<file path="config.mk">
export PLATFORM = sky130hd
export DESIGN_NAME = command_retry_ack_tracker
export DESIGN_NICKNAME = d
export VERILOG_FILES = /design/src/rtl/crat_pkg.sv /design/src/rtl/crat_ctrl.sv /design/src/rtl/crat_dp.sv /design/src/rtl/command_retry_ack_tracker.sv
export SDC_FILE = /design/constraint.sdc
export NUM_CORES = 2
export LEC_CHECK = 0
export BUFFER_PORTS_ARGS = -buffer_cell sky130_fd_sc_hd__buf_4
export CAP_MARGIN = 40
export CORE_MARGIN = 2
export CORE_UTILIZATION = 40
export CTS_CLUSTER_SIZE = 20
export DETAILED_ROUTE_END_ITERATION = 7
export PLACE_DENSITY_LB_ADDON = 0.15
export RECOVER_POWER = 50
export SYNTH_ARGS = -nofsm -noshare
export SYNTH_HDL_FRONTEND = slang
export SYNTH_SLANG_ARGS = --single-unit
</file>
<file path="constraint.sdc">
create_clock -name aclk -period 13.3 [get_ports aclk]
set_input_delay 1.995 -clock aclk [delete_from_list [all_inputs] [get_ports aclk]]
set_output_delay 1.995 -clock aclk [all_outputs]
set_load 0.03 [all_outputs]
</file>
<file path="src/rtl/crat_pkg.sv">
package crat_pkg;

    localparam int TimeW = 32;

    typedef enum logic [2:0] {
        OP_ADD     = 3'd0,
        OP_NEXT    = 3'd1,
        OP_MARK    = 3'd2,
        OP_ACK     = 3'd3,
        OP_CONFIRM = 3'd4,
        OP_CLEANUP = 3'd5,
        OP_PCOUNT  = 3'd6,
        OP_BUSY    = 3'd7
    } op_t;

    typedef enum logic [2:0] {
        PH_PENDING = 3'd0,
        PH_SENT    = 3'd1,
        PH_ACKED   = 3'd2,
        PH_DONE    = 3'd3,
        PH_FAILED  = 3'd4
    } phase_t;

    typedef enum logic [1:0] {
        ST_OK   = 2'd0,
        ST_FULL = 2'd1,
        ST_NONE = 2'd2
    } status_t;

    typedef enum logic [2:0] {
        REG_ACK_TIMEOUT     = 3'd0,
        REG_RETRY_DELAY     = 3'd1,
        REG_CONFIRM_TIMEOUT = 3'd2,
        REG_RETRY_LIMIT     = 3'd3,
        REG_RETENTION_TIME  = 3'd4
    } reg_idx_t;

    typedef enum logic [1:0] {
        S_IDLE = 2'd0,
        S_SCAN = 2'd1,
        S_DONE = 2'd2,
        S_OUT  = 2'd3
    } fsm_state_t;

    localparam logic signed [16:0] TempTol = 17'sd10;

    typedef struct packed {
        logic [2:0]         op;
        logic [31:0]        now_ms;
        logic [7:0]         handle_in;
        logic [23:0]        target_id;
        logic [7:0]         seq_num;
        logic [4:0]         present_mask;
        logic               power_on;
        logic [3:0]         op_mode;
        logic signed [15:0] temp_hundredths;
        logic [3:0]         fan_setting;
        logic [3:0]         preset_code;
    } req_t;

    typedef struct packed {
        logic [1:0]  status;
        logic [7:0]  handle_out;
        logic [23:0] chosen_target;
        logic [4:0]  pending_total;
        logic        target_busy;
    } rsp_t;

    // controller to datapath
    typedef struct packed {
        logic load;
        logic step;
        logic finish;
    } dp_cmd_t;

    // datapath to controller
    typedef struct packed {
        logic last;
    } dp_stat_t;

    // packed expected or reported state: power, mode, temp, fan, preset
    function automatic logic [28:0] pack_values(req_t r);
        pack_values = {r.preset_code, r.fan_setting, r.temp_hundredths, r.op_mode, r.power_on};
    endfunction

endpackage

</file>
<file path="src/rtl/crat_ctrl.sv">
module crat_ctrl (
    input  logic                 aclk,
    input  logic                 aresetn,
    input  logic                 s_valid,
    output logic                 s_ready,
    output logic                 m_valid,
    input  logic                 m_ready,
    output crat_pkg::dp_cmd_t    cmd,
    input  crat_pkg::dp_stat_t   stat
);

    crat_pkg::fsm_state_t state_reg, state_next;

    always_ff @(posedge aclk) begin
        if (!aresetn) begin
            state_reg <= crat_pkg::S_IDLE;
        end else begin
            state_reg <= state_next;
        end
    end

    always_comb begin
        state_next = state_reg;
        s_ready    = 1'b0;
        m_valid    = 1'b0;
        cmd        = '0;
        case (state_reg)
            crat_pkg::S_IDLE: begin
                s_ready = 1'b1;
                if (s_valid) begin
                    cmd.load   = 1'b1;
                    state_next = crat_pkg::S_SCAN;
                end
            end
            crat_pkg::S_SCAN: begin
                cmd.step = 1'b1;
                if (stat.last) begin
                    state_next = crat_pkg::S_DONE;
                end
            end
            crat_pkg::S_DONE: begin
                cmd.finish = 1'b1;
                state_next = crat_pkg::S_OUT;
            end
            crat_pkg::S_OUT: begin
                m_valid = 1'b1;
                if (m_ready) begin
                    state_next = crat_pkg::S_IDLE;
                end
            end
            default: state_next = crat_pkg::S_IDLE;
        endcase
    end

endmodule

</file>
<file path="src/rtl/crat_dp.sv">
module crat_dp #(
    parameter int TABLE_DEPTH = 16
) (
    input  logic                 aclk,
    input  logic                 aresetn,
    input  crat_pkg::req_t       req,
    input  logic                 cfg_we,
    input  logic [2:0]           cfg_idx,
    input  logic [31:0]          cfg_data,
    input  crat_pkg::dp_cmd_t    cmd,
    output crat_pkg::dp_stat_t   stat,
    output crat_pkg::rsp_t       rsp
);

    localparam int IdxW = (TABLE_DEPTH > 1) ? $clog2(TABLE_DEPTH) : 1;
    localparam int CntW = $clog2(TABLE_DEPTH + 1);

    logic [31:0] ack_timeout_reg, retry_delay_reg, confirm_timeout_reg, retention_reg;
    logic [3:0]  retry_limit_reg;

    logic [TABLE_DEPTH-1:0] valid_reg;
    logic [TABLE_DEPTH-1:0] valid_next;
    logic [2:0]  phase_reg  [TABLE_DEPTH];
    logic [31:0] time_reg   [TABLE_DEPTH];
    logic [7:0]  seq_reg    [TABLE_DEPTH];
    logic [3:0]  tries_reg  [TABLE_DEPTH];
    logic [23:0] target_reg [TABLE_DEPTH];
    logic [7:0]  handle_reg [TABLE_DEPTH];
    logic [4:0]  mask_reg   [TABLE_DEPTH];
    logic [28:0] values_reg [TABLE_DEPTH];

    logic [7:0]       next_handle_reg;
    crat_pkg::req_t   req_reg;
    logic [IdxW-1:0]  idx_reg;
    logic [CntW-1:0]  wr_reg;
    logic             hit_reg;
    logic             any_reg;
    logic [CntW-1:0]  cnt_reg;
    logic [7:0]       hout_reg;
    logic [23:0]      ctgt_reg;
    crat_pkg::rsp_t   rsp_reg;
    crat_pkg::rsp_t   rsp_next;

    // current slot fields
    logic        v;
    logic [2:0]  ph;
    logic [31:0] age;
    logic [2:0]  ph_new;
    logic [28:0] rep;
    logic        match;
    logic signed [16:0] tdiff;
    logic        last;
    logic        keep;

    assign v    = valid_reg[idx_reg];
    assign ph   = phase_reg[idx_reg];
    assign age  = req_reg.now_ms - time_reg[idx_reg];
    assign rep  = crat_pkg::pack_values(req_reg);
    assign last = (idx_reg == IdxW'(TABLE_DEPTH - 1));

    always_comb begin
        ph_new = ph;
        if (ph == crat_pkg::PH_SENT) begin
            if (age > ack_timeout_reg) begin
                if (tries_reg[idx_reg] < retry_limit_reg) begin
                    if ({1'b0, age} > ({1'b0, ack_timeout_reg} + {1'b0, retry_delay_reg})) begin
                        ph_new = crat_pkg::PH_PENDING;
                    end
                end else begin
                    ph_new = crat_pkg::PH_FAILED;
                end
            end
        end else if (ph == crat_pkg::PH_ACKED) begin
            if (age > confirm_timeout_reg) begin
                ph_new = crat_pkg::PH_DONE;
            end
        end
    end

    always_comb begin
        tdiff = 17'(signed'(rep[20:5])) - 17'(signed'(values_reg[idx_reg][20:5]));
        match = 1'b1;
        if (mask_reg[idx_reg][0] && (rep[0] != values_reg[idx_reg][0])) match = 1'b0;
        if (mask_reg[idx_reg][1] && (rep[4:1] != values_reg[idx_reg][4:1])) match = 1'b0;
        if (mask_reg[idx_reg][2] && ((tdiff > crat_pkg::TempTol) || (tdiff < -crat_pkg::TempTol)))
            match = 1'b0;
        if (mask_reg[idx_reg][3] && (rep[24:21] != values_reg[idx_reg][24:21])) match = 1'b0;
        if (mask_reg[idx_reg][4] && (rep[28:25] != values_reg[idx_reg][28:25])) match = 1'b0;
    end

    assign keep = !(((ph == crat_pkg::PH_DONE) || (ph == crat_pkg::PH_FAILED))
                    && (age > retention_reg));

    assign stat.last = last;
    assign rsp       = rsp_reg;

    always_ff @(posedge aclk) begin
        if (!aresetn) begin
            ack_timeout_reg     <= 32'd1000;
            retry_delay_reg     <= 32'd500;
            confirm_timeout_reg <= 32'd5000;
            retry_limit_reg     <= 4'd3;
            retention_reg       <= 32'd10000;
        end else if (cfg_we) begin
            case (cfg_idx)
                crat_pkg::REG_ACK_TIMEOUT:     ack_timeout_reg     <= cfg_data;
                crat_pkg::REG_RETRY_DELAY:     retry_delay_reg     <= cfg_data;
                crat_pkg::REG_CONFIRM_TIMEOUT: confirm_timeout_reg <= cfg_data;
                crat_pkg::REG_RETRY_LIMIT:     retry_limit_reg     <= cfg_data[3:0];
                crat_pkg::REG_RETENTION_TIME:  retention_reg       <= cfg_data;
                default: ;
            endcase
        end
    end

    always_comb begin
        valid_next = valid_reg;
        if (cmd.step) begin
            case (crat_pkg::op_t'(req_reg.op))
                crat_pkg::OP_ADD: begin
                    if (!hit_reg && !v) begin
                        valid_next[idx_reg] = 1'b1;
                    end
                end
                crat_pkg::OP_CLEANUP: begin
                    // compaction: kept entries move down to the write index
                    if (wr_reg != CntW'(idx_reg) || !(v && keep)) begin
                        valid_next[idx_reg] = 1'b0;
                    end
                    if (v && keep) begin
                        valid_next[wr_reg[IdxW-1:0]] = 1'b1;
                    end
                end
                default: ;
            endcase
        end
    end

    always_ff @(posedge aclk) begin
        if (!aresetn) begin
            valid_reg       <= '0;
            next_handle_reg <= '0;
        end else begin
            valid_reg <= valid_next;
            if (cmd.step && (crat_pkg::op_t'(req_reg.op) == crat_pkg::OP_ADD)
                && !hit_reg && !v) begin
                next_handle_reg <= next_handle_reg + 8'd1;
            end
        end
    end

    always_ff @(posedge aclk) begin
        if (cmd.load) begin
            req_reg  <= req;
            idx_reg  <= '0;
            wr_reg   <= '0;
            hit_reg  <= 1'b0;
            any_reg  <= 1'b0;
            cnt_reg  <= '0;
            hout_reg <= '0;
            ctgt_reg <= '0;
        end else if (cmd.step) begin
            if (!last) idx_reg <= idx_reg + IdxW'(1);
            case (crat_pkg::op_t'(req_reg.op))
                crat_pkg::OP_ADD: begin
                    if (!hit_reg && !v) begin
                        hit_reg             <= 1'b1;
                        hout_reg            <= next_handle_reg;
                        phase_reg[idx_reg]  <= crat_pkg::PH_PENDING;
                        time_reg[idx_reg]   <= req_reg.now_ms;
                        seq_reg[idx_reg]    <= '0;
                        tries_reg[idx_reg]  <= '0;
                        target_reg[idx_reg] <= req_reg.target_id;
                        handle_reg[idx_reg] <= next_handle_reg;
                        mask_reg[idx_reg]   <= req_reg.present_mask;
                        values_reg[idx_reg] <= rep;
                    end
                end
                crat_pkg::OP_NEXT: begin
                    if (!hit_reg && v) begin
                        phase_reg[idx_reg] <= ph_new;
                        if (ph_new == crat_pkg::PH_PENDING) begin
                            hit_reg  <= 1'b1;
                            hout_reg <= handle_reg[idx_reg];
                            ctgt_reg <= target_reg[idx_reg];
                        end
                    end
                end
                crat_pkg::OP_MARK: begin
                    if (!hit_reg && v && handle_reg[idx_reg] == req_reg.handle_in) begin
                        hit_reg            <= 1'b1;
                        phase_reg[idx_reg] <= crat_pkg::PH_SENT;
                        time_reg[idx_reg]  <= req_reg.now_ms;
                        seq_reg[idx_reg]   <= req_reg.seq_num;
                        if (tries_reg[idx_reg] != 4'hF) begin
                            tries_reg[idx_reg] <= tries_reg[idx_reg] + 4'd1;
                        end
                    end
                end
                crat_pkg::OP_ACK: begin
                    if (!hit_reg && v && ph == crat_pkg::PH_SENT
                        && seq_reg[idx_reg] == req_reg.seq_num) begin
                        hit_reg            <= 1'b1;
                        phase_reg[idx_reg] <= crat_pkg::PH_ACKED;
                        time_reg[idx_reg]  <= req_reg.now_ms;
                    end
                end
                crat_pkg::OP_CONFIRM: begin
                    if (v && target_reg[idx_reg] == req_reg.target_id
                        && ph == crat_pkg::PH_ACKED && match) begin
                        hit_reg            <= 1'b1;
                        phase_reg[idx_reg] <= crat_pkg::PH_DONE;
                    end
                end
                crat_pkg::OP_CLEANUP: begin
                    if (v && keep) begin
                        wr_reg <= wr_reg + CntW'(1);
                        phase_reg[wr_reg[IdxW-1:0]]  <= phase_reg[idx_reg];
                        time_reg[wr_reg[IdxW-1:0]]   <= time_reg[idx_reg];
                        seq_reg[wr_reg[IdxW-1:0]]    <= seq_reg[idx_reg];
                        tries_reg[wr_reg[IdxW-1:0]]  <= tries_reg[idx_reg];
                        target_reg[wr_reg[IdxW-1:0]] <= target_reg[idx_reg];
                        handle_reg[wr_reg[IdxW-1:0]] <= handle_reg[idx_reg];
                        mask_reg[wr_reg[IdxW-1:0]]   <= mask_reg[idx_reg];
                        values_reg[wr_reg[IdxW-1:0]] <= values_reg[idx_reg];
                    end
                end
                crat_pkg::OP_PCOUNT: begin
                    if (v && (ph == crat_pkg::PH_PENDING || ph == crat_pkg::PH_SENT)) begin
                        cnt_reg <= cnt_reg + CntW'(1);
                    end
                end
                default: begin
                    if (v && target_reg[idx_reg] == req_reg.target_id
                        && (ph == crat_pkg::PH_PENDING || ph == crat_pkg::PH_SENT
                            || ph == crat_pkg::PH_ACKED)) begin
                        any_reg <= 1'b1;
                    end
                end
            endcase
        end
    end

    always_comb begin
        rsp_next = '0;
        case (crat_pkg::op_t'(req_reg.op))
            crat_pkg::OP_ADD: begin
                rsp_next.status     = hit_reg ? crat_pkg::ST_OK : crat_pkg::ST_FULL;
                rsp_next.handle_out = hout_reg;
            end
            crat_pkg::OP_NEXT: begin
                rsp_next.status        = hit_reg ? crat_pkg::ST_OK : crat_pkg::ST_NONE;
                rsp_next.handle_out    = hout_reg;
                rsp_next.chosen_target = ctgt_reg;
            end
            crat_pkg::OP_MARK, crat_pkg::OP_ACK, crat_pkg::OP_CONFIRM: begin
                rsp_next.status = hit_reg ? crat_pkg::ST_OK : crat_pkg::ST_NONE;
            end
            crat_pkg::OP_PCOUNT: begin
                rsp_next.status        = crat_pkg::ST_OK;
                rsp_next.pending_total = 5'(cnt_reg);
            end
            crat_pkg::OP_BUSY: begin
                rsp_next.status      = crat_pkg::ST_OK;
                rsp_next.target_busy = any_reg;
            end
            default: rsp_next.status = crat_pkg::ST_OK;
        endcase
    end

    always_ff @(posedge aclk) begin
        if (cmd.finish) begin
            rsp_reg <= rsp_next;
        end
    end

endmodule

</file>
<file path="src/rtl/command_retry_ack_tracker.sv">
// command retry and ack tracker
// s_ channel takes one request word (op, time, handle, target, seq, device
// state); m_ channel returns one response word for each request.
// configuration: cfg_we, cfg_idx, cfg_data write ack timeout, retry delay,
// confirm timeout, retry limit and retention time; write only while idle.
// after acceptance, a scan visits one table slot per cycle, then the
// response is registered and presented on m_; one request is in flight
// at a time.
// reset empties the table, zeroes the handle counter and loads the default
// timeouts. when the receiver stalls, the response holds on m_ and s_ready
// stays low until it is taken.
module command_retry_ack_tracker #(
    parameter int TABLE_DEPTH = 16
) (
    input  logic            aclk,
    input  logic            aresetn,
    input  logic            s_valid,
    output logic            s_ready,
    input  crat_pkg::req_t  s_data,
    output logic            m_valid,
    input  logic            m_ready,
    output crat_pkg::rsp_t  m_data,
    input  logic            cfg_we,
    input  logic [2:0]      cfg_idx,
    input  logic [31:0]     cfg_data
);

    crat_pkg::dp_cmd_t  cmd;
    crat_pkg::dp_stat_t stat;

    crat_ctrl u_ctrl (
        .aclk    (aclk),
        .aresetn (aresetn),
        .s_valid (s_valid),
        .s_ready (s_ready),
        .m_valid (m_valid),
        .m_ready (m_ready),
        .cmd     (cmd),
        .stat    (stat)
    );

    crat_dp #(.TABLE_DEPTH(TABLE_DEPTH)) u_dp (
        .aclk     (aclk),
        .aresetn  (aresetn),
        .req      (s_data),
        .cfg_we   (cfg_we),
        .cfg_idx  (cfg_idx),
        .cfg_data (cfg_data),
        .cmd      (cmd),
        .stat     (stat),
        .rsp      (m_data)
    );

endmodule

</file>
==> results.sh <==
export IMPL_syn_avg_cell_area_um2=16.3
export IMPL_grt_overflow=0
export IMPL_yosysWarnings=0
export IMPL_fmax_mhz=87.8
export IMPL_hold_buffers=0
export IMPL_dieArea_mm2=0.234
export IMPL_synth_main_ff_cell="edfxtp_1"
export IMPL_max_slew_margin=-1.49
export IMPL_cts_root_buf="clkbuf_16"
export IMPL_layout_area_overhead_vs_synth_pct=14.0
export IMPL_ys_types=90
export IMPL_critPathCaptureType="register"
export IMPL_cp_max_fo=98
export IMPL_die_w_um=484
export IMPL_post_cts_resized=0
export IMPL_critPathRequiredTime_ps=13750
export IMPL_start_util=0.402
export IMPL_worstSetupPathType="reg2reg"
export IMPL_skew_ps=65.0
export IMPL_status="finished, violations left"
export IMPL_grt_max_degree=100
export IMPL_layout_min_cycle_time_ps=11380
export IMPL_hpwl_um=153000
export IMPL_async_reset_ff_frac=0
export IMPL_max_clock_path_buffers=3
export IMPL_io_pin_count=191
export IMPL_dpl_cell_area_mm2=0.0983
export IMPL_ys_seq_area_frac=0.683
export IMPL_setup_viol=0
export IMPL_finalWeightedCongestion=0.848
export IMPL_synth_largest_area_cell="edfxtp_1"
export IMPL_num_rows=176
export IMPL_die_y_um=484
export IMPL_track_usage=0.214
export IMPL_vias_per_cell=5.68
export IMPL_syn_instance_count=5668
export IMPL_cts_htree_levels=4
export IMPL_largest_reg_flops=512
export IMPL_core_area_mm2=0.230
export IMPL_synth_area_top_cells="edfxtp_1, mux4_2, dfxtp_1, ha_1, nand2_1"
export IMPL_synth_top_area_share=0.637
export IMPL_p_leak_nw=33.9
export IMPL_synth_edf_count=1957
export IMPL_hold_class="reg2reg"
export IMPL_rsz0062_at_grt="no"
export IMPL_synth_seq_cells=2167
export IMPL_critPathMaxStageDelay_ps=2510
export IMPL_drive_gt1_frac=0.198
export IMPL_vias=52500
export IMPL_cts_inserted_buffers=225
export IMPL_violations="capacitance limit, slew limit"
export IMPL_clock_latency_ps=880
export IMPL_cp_cell_sequence="buf_4 > buf_12 > clkbuf_1 > mux4_2 > a22oi_1 > nand2_1 > o21ai_0 > and3b_1 > a211o_1 > nand3_1 > nor4_1 > a31oi_1 > clkbuf_1 > nor2_1 > buf_4"
export IMPL_wirelength_um=253000
export IMPL_crit_path_start_kind="register"
export IMPL_crit_arrival_ps=11830
export IMPL_drv_cap=20
export IMPL_grt_antenna_before_repair=7
export IMPL_cts_tree="yes"
export IMPL_final_nets=6385
export IMPL_cpMaxStageDelayCell="clkbuf_1"
export IMPL_post_cts_buffers=0
export IMPL_final_hold_violation_count=0
export IMPL_worst_slew_pin_slew_ps=3730
export IMPL_synthTopCellsByCount="edfxtp_1, nand2_1, mux4_2"
export IMPL_grt_pass1_vias=52000
export IMPL_detail_route_iter0_violations=5037
export IMPL_port_buffers=190
export IMPL_vdd_drop_max_mv=0.124
export IMPL_p_per_area_mw_per_mm2=195
export IMPL_drc=0
export IMPL_finalMaxSlewViolations=792
export IMPL_first_pass_iters=6
export IMPL_timing_hold_ws_ps=456
export IMPL_fin_setup_tns_ps=0
export IMPL_design_area_mm2=0.105
export IMPL_grt_pass1_wl_um=368000
export IMPL_synth_nets=6041
export IMPL_finalCritPeriodShare=0.856
export IMPL_synth_area_mm2=0.0923
export IMPL_cts_sink_count=2167
export IMPL_clk_pin_slew_ps=60
export IMPL_detail_route_wl_per_cell_um=27.4
export IMPL_drtAntennaViolNets=0
export IMPL_synth_most_common_cell="edfxtp_1"
[final cells by class]
type | count | area, um^2
sequential | 2167 | 63000
clock buffer | 283 | 5970
inverter | 198 | 753
timing repair buffer | 396 | 2860
clock inverter | 139 | 1290
antenna | 1 | 2.50
fill | 19800 | 124000
tap | 3026 | 3790
multi-input combinational | 3024 | 27500
[worst max-delay path, delay by kind of cell, from the launching register on]
kind	cells	cell delay [ps]
AOI/OAI and AO/OA	4	760
DFF	1	900
muxes	1	780
and+or+nand+nor	5	3490
buffers and inverters	5	4760
[cell families after synthesis]
logic type	share of synthesized area
XOR/XNOR	0.0159
buffers and inverters	0.0217
multiplexers	0.137
flip-flops	0.683
adder cells (fa/ha/maj)	0.0306
AO/OA/AOI/OAI	0.0530
AND/OR/NAND/NOR	0.0595
[cells in the final DEF (no fill, tap or decap), drive strengths merged, types with 40 or more instances in the layout]
master  count
edfxtp   1957
inv       202
nand2     576
a31oi      40
dfxtp     210
o21ai     169
a21o       47
and3       52
nand3      54
nor3       80
xor2       77
mux2i     131
nor2      240
a21oi     256
mux4      487
nand4      49
buf       173
xnor2      90
ha        221
clkbuf    506
clkinv    106
[final timing paths]
kind / from / to / slack (ps) / cells past startpoint
max reg2reg: register / u_dp.mask_reg[8][4]$_DFFE_PP_ / 1920 / 15
min reg2reg: u_dp.retention_reg[14]$_SDFFE_PN0P_ / u_dp.retention_reg[14]$_SDFFE_PN0P_ / 460 / 2
max: register / u_dp.mask_reg[8][4]$_DFFE_PP_ / 1920 / 15
min: u_dp.retention_reg[14]$_SDFFE_PN0P_ / u_dp.retention_reg[14]$_SDFFE_PN0P_ / 460 / 2
[metrics by stage]
step                      utilization  std cells  worst slack [ps]  power [mW]
after floorplan                     -       5668              2080        12.4
after global placement          0.425       8727              2870        14.4
after detailed placement        0.428       8793              2730        14.5
after CTS                       0.460       9215              2710        20.7
after global routing            0.458       9234              1050        21.5
final                           0.458       9234              1920        20.5
[where the power goes]
part	leakage [nW]	switching, mW	internal, mW	total (mW)
combinational	11.4	3.73	2.49	6.23
sequential	18.9	0.236	7.87	8.10
clock	3.55	2.67	3.53	6.20
total	33.9	6.64	13.9	20.5
[routing by layer]
metal,vias up,part of all wire,global-route usage
met5,-,0.000063,0
met1,27700,0.46,0.317
met4,2,0.020,0.0482
met3,308,0.055,0.0296
met2,1549,0.47,0.335
li1,22900,-,-
Note: power is estimated with default switching activity, not from simulation.
